File: src/rtl/i2p_pkg.sv
// Shared types, character codes and decode helpers for the infix to postfix converter.
// It depends on nothing and is used by i2p_ctrl, i2p_datapath and the top level.
package i2p_pkg;

  typedef struct packed {
    logic [7:0] in_char;
    logic       end_of_expr;
  } i2p_in_t;

  typedef struct packed {
    logic [7:0] out_char;
    logic       char_valid;
    logic       run_last;
    logic       expr_done;
    logic       error_seen;
  } i2p_out_t;

  localparam logic [7:0] CH_CARET  = 8'h5E;
  localparam logic [7:0] CH_SLASH  = 8'h2F;
  localparam logic [7:0] CH_STAR   = 8'h2A;
  localparam logic [7:0] CH_PLUS   = 8'h2B;
  localparam logic [7:0] CH_MINUS  = 8'h2D;
  localparam logic [7:0] CH_LPAREN = 8'h28;
  localparam logic [7:0] CH_RPAREN = 8'h29;

  typedef enum logic [2:0] {
    ST_IDLE,
    ST_DISPATCH,
    ST_PAREN,
    ST_OPPOP,
    ST_FLUSH,
    ST_FINISH
  } i2p_state_t;

  // controller -> datapath
  typedef struct packed {
    logic latch;
    logic push;
    logic pop;
    logic emit;
    logic emit_top;
    logic err_set;
    logic finish;
  } i2p_cmd_t;

  // datapath -> controller
  typedef struct packed {
    logic [7:0] cur_char;
    logic       cur_last;
    logic [7:0] top_char;
    logic       stack_empty;
    logic       stack_full;
    logic       paren_none;
    logic       emit_ok;
    logic       finish_ok;
  } i2p_stat_t;

  // '(' and everything that is not an operator rank 0
  function automatic logic [1:0] op_prio(input logic [7:0] c);
    logic [1:0] p;
    case (c)
      CH_CARET:           p = 2'd3;
      CH_STAR, CH_SLASH:  p = 2'd2;
      CH_PLUS, CH_MINUS:  p = 2'd1;
      default:            p = 2'd0;
    endcase
    return p;
  endfunction

  function automatic logic is_operand(input logic [7:0] c);
    return ((c >= 8'h61) && (c <= 8'h7A)) || ((c >= 8'h41) && (c <= 8'h5A)) ||
           ((c >= 8'h30) && (c <= 8'h39));
  endfunction

endpackage

File: src/rtl/i2p_ctrl.sv
// Sequencer of the infix to postfix converter: decodes the held character and
// steps the operator stack one pop a cycle while the output is not stalled. Depends on i2p_pkg.
module i2p_ctrl (
  input  logic               clk,
  input  logic               rst,
  input  logic               src_valid,
  output logic               src_stall,
  input  i2p_pkg::i2p_stat_t stat,
  output i2p_pkg::i2p_cmd_t  cmd
);
  import i2p_pkg::*;

  i2p_state_t state, state_next;
  i2p_state_t after_char;
  logic [1:0] cur_prio;
  logic [1:0] top_prio;

  always_ff @(posedge clk) begin
    if (rst) begin
      state <= ST_IDLE;
    end else begin
      state <= state_next;
    end
  end

  assign cur_prio   = op_prio(stat.cur_char);
  assign top_prio   = op_prio(stat.top_char);
  assign after_char = stat.cur_last ? ST_FLUSH : ST_FINISH;

  always_comb begin
    cmd        = '0;
    state_next = state;
    src_stall  = (state != ST_IDLE);
    case (state)
      ST_IDLE: begin
        if (src_valid) begin
          cmd.latch  = 1'b1;
          state_next = ST_DISPATCH;
        end
      end
      ST_DISPATCH: begin
        if (is_operand(stat.cur_char)) begin
          cmd.emit   = 1'b1;
          state_next = after_char;
        end else if (stat.cur_char == CH_LPAREN) begin
          if (stat.stack_full) begin
            cmd.err_set = 1'b1;
          end else begin
            cmd.push = 1'b1;
          end
          state_next = after_char;
        end else if (stat.cur_char == CH_RPAREN) begin
          // no '(' anywhere on the stack: error is known before any pop
          if (stat.paren_none) begin
            cmd.err_set = 1'b1;
          end
          state_next = stat.stack_empty ? after_char : ST_PAREN;
        end else if (cur_prio != 2'd0) begin
          // full stack with nothing to pop: the operator is dropped
          if (stat.stack_full && (top_prio < cur_prio)) begin
            cmd.err_set = 1'b1;
          end
          state_next = ST_OPPOP;
        end else begin
          state_next = after_char;
        end
      end
      ST_PAREN: begin
        if (stat.stack_empty) begin
          state_next = after_char;
        end else if (stat.top_char == CH_LPAREN) begin
          cmd.pop    = 1'b1;
          state_next = after_char;
        end else if (stat.emit_ok) begin
          cmd.emit     = 1'b1;
          cmd.emit_top = 1'b1;
          cmd.pop      = 1'b1;
        end
      end
      ST_OPPOP: begin
        if (!stat.stack_empty && (top_prio >= cur_prio)) begin
          if (stat.emit_ok) begin
            cmd.emit     = 1'b1;
            cmd.emit_top = 1'b1;
            cmd.pop      = 1'b1;
          end
        end else begin
          cmd.push   = !stat.stack_full;
          state_next = after_char;
        end
      end
      ST_FLUSH: begin
        if (stat.stack_empty) begin
          state_next = ST_FINISH;
        end else if (stat.top_char == CH_LPAREN) begin
          cmd.pop = 1'b1;
        end else if (stat.emit_ok) begin
          cmd.emit     = 1'b1;
          cmd.emit_top = 1'b1;
          cmd.pop      = 1'b1;
        end
      end
      ST_FINISH: begin
        if (stat.finish_ok) begin
          cmd.finish = 1'b1;
          state_next = ST_IDLE;
        end
      end
      default: begin
        state_next = ST_IDLE;
      end
    endcase
  end

endmodule

File: src/rtl/i2p_datapath.sv
// Datapath of the infix to postfix converter: held request, operator stack memory,
// bracket count, error flag, one-deep pending result and output register. Depends on i2p_pkg.
module i2p_datapath #(
  parameter int STACK_DEPTH = 16
) (
  input  logic               clk,
  input  logic               rst,
  input  i2p_pkg::i2p_in_t   src_data,
  output logic               dst_valid,
  input  logic               dst_stall,
  output i2p_pkg::i2p_out_t  dst_data,
  input  i2p_pkg::i2p_cmd_t  cmd,
  output i2p_pkg::i2p_stat_t stat
);
  import i2p_pkg::*;

  localparam int AW = (STACK_DEPTH > 1) ? $clog2(STACK_DEPTH) : 1;
  localparam int CW = $clog2(STACK_DEPTH + 1);

  logic [7:0]    mem [STACK_DEPTH];
  logic [7:0]    top_q;
  logic [CW-1:0] count, count_next, count_m1;
  logic [CW-1:0] paren_cnt;
  logic [AW-1:0] rd_addr;
  i2p_in_t       cur;
  logic          error_flag;
  logic          pend_valid;
  logic [7:0]    pend_char;
  logic [7:0]    emit_char;
  logic          out_free;
  logic          end_clear;

  assign end_clear = cmd.finish && cur.end_of_expr;

  always_comb begin
    if (end_clear) begin
      count_next = '0;
    end else if (cmd.push) begin
      count_next = count + CW'(1);
    end else if (cmd.pop) begin
      count_next = count - CW'(1);
    end else begin
      count_next = count;
    end
  end

  // top of stack is read ahead from the next count, so it is ready each cycle
  assign count_m1 = count_next - CW'(1);
  assign rd_addr  = count_m1[AW-1:0];

  always_ff @(posedge clk) begin
    if (cmd.push) begin
      mem[count[AW-1:0]] <= cur.in_char;
    end
  end

  always_ff @(posedge clk) begin
    if (cmd.push) begin
      top_q <= cur.in_char;
    end else begin
      top_q <= mem[rd_addr];
    end
  end

  assign emit_char = cmd.emit_top ? top_q : cur.in_char;
  assign out_free  = !dst_valid || !dst_stall;

  always_ff @(posedge clk) begin
    if (rst) begin
      count      <= '0;
      paren_cnt  <= '0;
      error_flag <= 1'b0;
      pend_valid <= 1'b0;
      dst_valid  <= 1'b0;
    end else begin
      count <= count_next;
      if (end_clear) begin
        paren_cnt <= '0;
      end else if (cmd.push && (cur.in_char == CH_LPAREN)) begin
        paren_cnt <= paren_cnt + CW'(1);
      end else if (cmd.pop && (top_q == CH_LPAREN)) begin
        paren_cnt <= paren_cnt - CW'(1);
      end
      if (cmd.err_set) begin
        error_flag <= 1'b1;
      end else if (end_clear) begin
        error_flag <= 1'b0;
      end
      // a held result stays until taken; emit or finish loads the pending one or an end marker
      dst_valid <= (dst_valid && dst_stall) || (cmd.emit && pend_valid) ||
                   (cmd.finish && (pend_valid || cur.end_of_expr));
      if (cmd.emit) begin
        pend_valid <= 1'b1;
      end
      if (cmd.finish) begin
        pend_valid <= 1'b0;
      end
    end
  end

  // payload registers
  always_ff @(posedge clk) begin
    if (cmd.latch) begin
      cur <= src_data;
    end
    if (cmd.emit) begin
      pend_char <= emit_char;
      if (pend_valid) begin
        dst_data <= '{out_char: pend_char, char_valid: 1'b1, run_last: 1'b0,
                      expr_done: 1'b0, error_seen: error_flag};
      end
    end
    if (cmd.finish) begin
      if (pend_valid) begin
        dst_data <= '{out_char: pend_char, char_valid: 1'b1, run_last: 1'b1,
                      expr_done: cur.end_of_expr, error_seen: error_flag};
      end else if (cur.end_of_expr) begin
        // bare end marker
        dst_data <= '{out_char: 8'h00, char_valid: 1'b0, run_last: 1'b1,
                      expr_done: 1'b1, error_seen: error_flag};
      end
    end
  end

  assign stat.cur_char    = cur.in_char;
  assign stat.cur_last    = cur.end_of_expr;
  assign stat.top_char    = top_q;
  assign stat.stack_empty = (count == '0);
  assign stat.stack_full  = (count == CW'(STACK_DEPTH));
  assign stat.paren_none  = (paren_cnt == '0);
  assign stat.emit_ok     = !pend_valid || out_free;
  assign stat.finish_ok   = (!pend_valid && !cur.end_of_expr) || out_free;

endmodule

File: src/rtl/infix_to_postfix_converter_unit.sv
// Top level of the infix to postfix converter: controller plus datapath.
// Depends on i2p_pkg, i2p_ctrl and i2p_datapath.
//
//   channel  valid      stall      payload                     role
//   src      src_valid  src_stall  src_data (i2p_in_t)         infix character in
//   dst      dst_valid  dst_stall  dst_data (i2p_out_t)        postfix character out
//
// A request is taken in ST_IDLE and decoded in ST_DISPATCH; stack entries are popped one
// by one and ST_FINISH hands over the last result. An operator pops in ST_OPPOP and is
// then pushed if there is room, a ')' pops in ST_PAREN down to and including its '(', and
// an end pops every stacked entry in ST_FLUSH before ST_FINISH.
// Results are held one deep so that the last of a request can be marked; a stalled
// output holds the sequencer in its current step. Reset clears the stack count,
// bracket count, error flag and all valid flags; stack contents need no reset.
module infix_to_postfix_converter_unit #(
  parameter int STACK_DEPTH = 16
) (
  input  logic              clk,
  input  logic              rst,
  input  logic              src_valid,
  output logic              src_stall,
  input  i2p_pkg::i2p_in_t  src_data,
  output logic              dst_valid,
  input  logic              dst_stall,
  output i2p_pkg::i2p_out_t dst_data
);
  import i2p_pkg::*;

  i2p_cmd_t  cmd;
  i2p_stat_t stat;

  i2p_ctrl u_ctrl (
    .clk       (clk),
    .rst       (rst),
    .src_valid (src_valid),
    .src_stall (src_stall),
    .stat      (stat),
    .cmd       (cmd)
  );

  i2p_datapath #(
    .STACK_DEPTH (STACK_DEPTH)
  ) u_datapath (
    .clk       (clk),
    .rst       (rst),
    .src_data  (src_data),
    .dst_valid (dst_valid),
    .dst_stall (dst_stall),
    .dst_data  (dst_data),
    .cmd       (cmd),
    .stat      (stat)
  );

endmodule

File: config.mk
export PLATFORM = sky130hd
export DESIGN_NAME = infix_to_postfix_converter_unit
export DESIGN_NICKNAME = d
export VERILOG_FILES = /design/src/rtl/i2p_pkg.sv /design/src/rtl/i2p_ctrl.sv /design/src/rtl/i2p_datapath.sv /design/src/rtl/infix_to_postfix_converter_unit.sv
export SDC_FILE = /design/constraint.sdc
export NUM_CORES = 1
export LEC_CHECK = 0
export BUFFER_PORTS_ARGS = -buffer_cell sky130_fd_sc_hd__buf_4
export CORE_UTILIZATION = 59
export DETAILED_ROUTE_END_ITERATION = 10
export GPL_ROUTABILITY_DRIVEN = 0
export GPL_TIMING_DRIVEN = 1
export PLACE_DENSITY = 0.76
export SLEW_MARGIN = 10
export SYNTH_ARGS = -nofsm -noshare
export SYNTH_HDL_FRONTEND = slang
export SYNTH_SLANG_ARGS = --single-unit
File: constraint.sdc
create_clock -name clk -period 5.5 [get_ports clk]
set_input_delay 0.275 -clock clk [delete_from_list [all_inputs] [get_ports clk]]
set_output_delay 0.275 -clock clk [all_outputs]
set_load 0.005 [all_outputs]
### Yosys cells after proc, flatten, opt, wreduce, memory -nomap -nowiden

Memories as Yosys holds them, arrays and structs flattened. A register that Yosys moved wholly into a read port is not among the register bits.
Index checks and enable logic that the tools add are counted.

* register bits after elaboration: 45
* memory bits (writable): 128
* input port bits: 13
* output and inout bits: 14
* logic and storage cells: 149
* memories kept: 1

* add/sub/neg operators: 5
* order comparisons: 8
* equality and inequality tests: 24
* muxes and demuxes: 56
* reduce and logical (&&, ||, !) cells: 41

Memories
* u_datapath.mem: depth 16, width 8, read ports 1, clocked after Yosys merged registers in 1, wr ports 1, line i2p_datapath.sv:20 `logic [7:0] mem [STACK_DEPTH];`

Operators by type and width (count)
* == test 8 x 6 -> 1 bit, second input constant: 11
* two-way mux 12 bit: 5
* two-way mux 3 bit: 14
* two-way mux 5 bit: 5
* two-way mux 1 bit: 23
* one-hot mux 3 bit (6 select lines): 1
* == test 8 x 7 -> 1 bit, second input constant: 2
* greater-or-equal comparator 8 x 7 -> 1 bit, second input constant: 2
* less-or-equal comparator 8 x 7 -> 1 bit, second input constant: 2
* OR reduction 2 bit: 7
* logical AND 1 bit: 12
* one-hot mux 2 bit (3 select lines): 2
* adder 5 x 1 -> 5 bit, second input constant: 2
* logical NOT 5 bit: 2
* subtractor 5 x 1 -> 5 bit, second input constant: 2
* greater-or-equal comparator 8 x 6 -> 1 bit, second input constant: 1
* less-or-equal comparator 8 x 6 -> 1 bit, second input constant: 1
* logical OR 1 bit: 8
* two-way mux 8 bit: 1
* == test 3 x 2 -> 1 bit, second input constant: 2
* == test 3 bit, second input constant: 2
* logical NOT 1 bit: 6
* != test 2 bit, second input constant: 3
* one-hot mux 1 bit (2 select lines): 3
* 13 further kinds: 15

### Longest topological paths before layout

* depth in word-level cells: 12
* depth in mapped cells: 23
* mapped depth without buffers: 21

### By module

From an unflattened synthesis, not the netlist that was laid out.

* cells, all modules: 547
* area, all modules: 8046.5 um2

By module, submodules not included
* i2p_datapath: instances 1, cells an instance 444, area each 7277.0 um2, seq. area each 5014.8 um2
* i2p_ctrl: instances 1, cells an instance 103, area each 769.5 um2, seq. area each 60.1 um2

### Worst setup path after synthesis

Ideal clock, no wire load.

* kind: register to register
* from: reg (tool-made name)
* to: reg u_datapath.paren_cnt[4]
* data arrival time: 4.892 ns
* data required time: 5.375 ns
* setup slack: 0.483 ns
* cell stages (with the launch flop): 23
* buffers on the path: 1
* period minus slack after synthesis: 5.017 ns
* cells stage by stage: dfxtp_1 buf_6 mux4_2 mux2_2 or4b_1 mux2i_1 and2_1 nand2_1 nor3b_1 a21oi_1 ha_1 nand2b_1 a21o_1 a311o_1 nor2_1 inv_1 fa_1 a21o_1 a21oi_1 nor2_1 a21oi_1 xor2_1 nor2_1

RTL lines
* end signal, assigned: line i2p_datapath.sv:80 `paren_cnt <= paren_cnt + CW'(1);`
* end signal, assigned: line i2p_datapath.sv:82 `paren_cnt <= paren_cnt - CW'(1);`
* end, declared: line i2p_datapath.sv:23 `logic [CW-1:0] paren_cnt;`

==> results.tsv <==
stage	metric	value	unit
finish	share of post-route cells with drive strength above 1	24.5	%
power	leakage power	3.25	nW
sta	crit path time final	5.28	ns
global_routing	grt total ovfl	0	
cts	Num CTS Buffers	17	
critical_path	CP Cell Sequence	mux4_2, mux2_2, or4b_1, mux2i_1, and2_1, nand2_1, nor3b_1, a21oi_1, ha_1, nand2b_1, a21o_1, a311o_2, nor2_4, inv_1, fa_1, a21o_1, a21oi_2, nor2_1, a21oi_1, xor2_1, nor2_1	
cts	deepest clock path buffer count	2	
yosys	post-synth top area share	56.0	%
yosys	post-synthesis compound-gate area fraction	6.32	%
critical_path	reg2reg path depth	21	
floorplanning	die area	0.0136	sq mm
critical_path	WP data required	5.82	ns
critical_path	crit path capture type	flop	
power	combinational group share of total power	31.0	%
run_status	status	completed	
finish	nets@finish	617	
critical_path	WP buf/inv	1	
cts	clock latency on the worst-skew pair	0.44	ns
global_routing	vias in the first global route	4684	
critical_path	Crit path arrival time	5.60	ns
yosys	library cells used by synthesis	68	
sta	Fin Setup TNS	0	ns
critical_path	Worst path max stage delay	0.58	ns
critical_path	worst reg2reg setup slack	0.22	ns
worst_hold_path	WHS Endpoint	u_datapath.stat[19]$_DFFE_PP_	
sta	Fmax	189	MHz
drt	Post-DRT Antenna Nets	0	
floorplanning	# rows	41	
power	Power, Total	4.51	mW
critical_path	Max stage delay cell, worst path	or4b_1	
run	Max Cap Viol	0	
floorplanning	core area	0.0127	sq mm
yosys	number of flops mapped to enable cells by yosys	145	
floorplanning	Initial Util	61.2	%
yosys	leading area contributor after synthesis	edfxtp_1	
yosys	Synth area leaders	edfxtp_1, mux4_2, dfxtp_1, mux2i_1, nor2_1	
yosys	register area share after synthesis	64.2	%
yosys	async set-or-reset flop fraction in the synthesized netlist	0	%
power	Int Power	3.03	mW
sta	Worst Clk Skew	0.00594	ns
yosys	post-synthesis instance total	533	
power	switching power total	1.48	mW
yosys	mux cell area share after synthesis	14.4	%
drt	Via Count	4794	
drt	Routed WL	16600	um
drt	Iter 0 DRT Violations	371	
global_routing	Total Routing Usage GR	26.7	%
critical_path	Max Fanout on Critical Path	8	
cts	Root Buffer	clkbuf_16	
worst_hold_path	hold path cells	1	
yosys	adder and majority gate portion of the synthesized area	2.03	%
power	peak supply drop	0.000297	V
drt	Post-route DRC	0	
power	clock share of power	28.1	%
power	Sw Ratio	32.9	%
sta	worst hold slack	0.0157	ns
drt	vias per cell	6.17	
power	Seq pwr share	41.0	%
sta	Worst-Margin Slew	0.945	ns
yosys	top_reg_cell synth	edfxtp_1	
finish	P&R area growth vs syn	16.1	%
floorplanning	Die Width	117	um
floorplanning	I/O pin count	27	
global_routing	largest net degree at the start of global routing	28	
yosys	#FFs+latches synth	177	
cts	H-tree Lvls	4	
yosys	Synth Area in Simple Gates	10.0	%
sta	slew margin rel.	37.0	%
cts	CTS tree	built	
yosys	Yosys warnings	0	
cts	clock sinks	177	
critical_path	RR Endpoint	u_datapath.paren_cnt[4]$_SDFFE_PP0P_	
yosys	most common cell in the netlist	edfxtp_1	
worst_hold_path	Worst Hold Launch	src_data[6]	
yosys	Syn Nets	558	
global_routing	initial antenna violation count	0	
critical_path	crit start category	flop	
drt	Avg WL per Cell	21.4	um
yosys	top cells by count, synth	edfxtp_1, nor2_1, nand2_1	
finish	ANT cells	0	
yosys	Mapped Area	0.00778	sq mm
critical_path	kind of critical path	flop to flop	
power	PD cells	499	mW/mm^2
sta	Slew Limit Fails	0	
yosys	post-synthesis xor/xnor area fraction	0.901	%
sta	Final Setup Violations	0	
sta	final hold vios	0	
worst_hold_path	Hold Crit Class	input pin to flop	
placement	DP HPWL	10600	um
cts	Clock transition at path regs	0.07	ns
floorplanning	Die Y	117	um
sta	Final Cycle Share	96.0	%
finish	Util after Layout	71.0	%
critical_path	cell family with most CP delay	simple AND/OR/NAND/NOR gates	
global_routing	first-pass GRT wire length	25700	um
placement	port bufs	26	
yosys	largest family of logic cells by synthesized area	multiplexers	
yosys	syn avg cell area	14.6	sq um
drt	drt pass-1 iters	5	
## logic make-up (layout without fill, tap and decap cells)
| group | count (synthesis) | in the layout |
|---|---|---|
| adders and majority gates | 12 | 12 |
| AOI/OAI and AO/OA | 71 | 71 |
| DFF | 177 | 177 |
| xor gates and xnor gates | 8 | 8 |
| muxes | 72 | 72 |
| and+or+nand+nor | 154 | 154 |
| buffers and inverters | 39 | 111 |
## worst register-to-register path: stages, from the launching register on
cell and delay [ns]:
dfxtp_4 0.44, mux4_2 0.55, mux2_2 0.29, or4b_1 0.58, mux2i_1 0.20, and2_1 0.18
nand2_1 0.08, nor3b_1 0.22, a21oi_1 0.07, ha_1 0.32, nand2b_1 0.14, a21o_1 0.23
a311o_2 0.43, nor2_4 0.13, inv_1 0.12, fa_1 0.43, a21o_1 0.19, a21oi_2 0.16
nor2_1 0.06, a21oi_1 0.14, xor2_1 0.16, nor2_1 0.05
## power groups by stage
stage	Sequential (mW)	Clock (mW)	Combinational, mW
floorplan	1.79	0	1.05
CTS	1.84	1.28	1.38
detailed placement	1.87	0	1.37
finish	1.85	1.27	1.40
global route	1.87	1.34	1.53
global placement	1.86	0	1.33
## how the worst max path moves through the flow
stage / cells past startpoint / to / slack [ns]
global route: 21 / u_datapath.paren_cnt[4]$_SDFFE_PP0P_ / -0.02
global placement: 21 / u_datapath.paren_cnt[4]$_SDFFE_PP0P_ / 0.15
finish: 21 / u_datapath.paren_cnt[4]$_SDFFE_PP0P_ / 0.22
floorplan: 22 / u_datapath.paren_cnt[4]$_SDFFE_PP0P_ / 0.48
CTS: 21 / u_datapath.paren_cnt[4]$_SDFFE_PP0P_ / 0.008
detailed placement: 21 / u_datapath.paren_cnt[4]$_SDFFE_PP0P_ / -0.15
## repair_timing
action                                  in CTS  in global routing
hold buffers                                 4                  1
endpoints found under the setup margin       1                  1
endpoints found under the hold margin        4                  1
pin swaps                                    0                  1
setup buffers                                0                  2
resized for setup                            2                  5
## flip-flops by register name (all words and copies together), names as in the netlist, named ones only
name and count:
u_ctrl.state 3, u_datapath.pend_valid 1, u_datapath.mem 128, u_datapath.error_flag 1, u_datapath.dst_data 12, u_datapath.stat 9
u_datapath.pend_char 8, u_datapath.count 5, u_datapath.paren_cnt 5, u_datapath.dst_valid 1
## per-layer routing
layer | wire, um | up-vias | GRT usage (%)
met4 | 287 | 0 | 10.4
met5 | 0 | - | 0
li1 | - | 2165 | -
met2 | 8170 | 197 | 42.6
met1 | 7000 | 2410 | 35.9
met3 | 1140 | 22 | 6.44
## through the flow
step / instances / area (sq um) / setup WS (ns)
after detailed placement: 738 / 8320 / -0.151
final: 777 / 9030 / 0.222
after CTS: 774 / 8990 / 0.00838
after global placement: 738 / 8320 / 0.149
after global routing: 777 / 9030 / -0.0197
after floorplan: 533 / 7780 / 0.483
## layout by cell type (no fill, tap or decap), types with 5 or more instances in the layout
cell type,instances
clkbuf_16,17
a21o_1,5
mux2i_1,30
nand2b_1,5
nand3_1,10
nand2_1,40
edfxtp_1,145
o21ai_0,9
inv_1,17
dfxtp_1,30
mux2_2,11
mux4_2,31
nor2_1,48
buf_4,56
ha_1,11
a21oi_1,18
inv_8,5
nor3_1,12
dlygate4sd3_1,5
a31oi_1,5
## cell type report
type / count / area, sq um
clock buffer: 17 / 425
tap: 172 / 215
inverter: 17 / 63.8
multi-input combinational: 317 / 2630
fill: 890 / 3690
timing repair buffer: 62 / 490
clock inverter: 15 / 200
sequential: 177 / 5000
No activity file was read; power rests on OpenSTA's default activity.
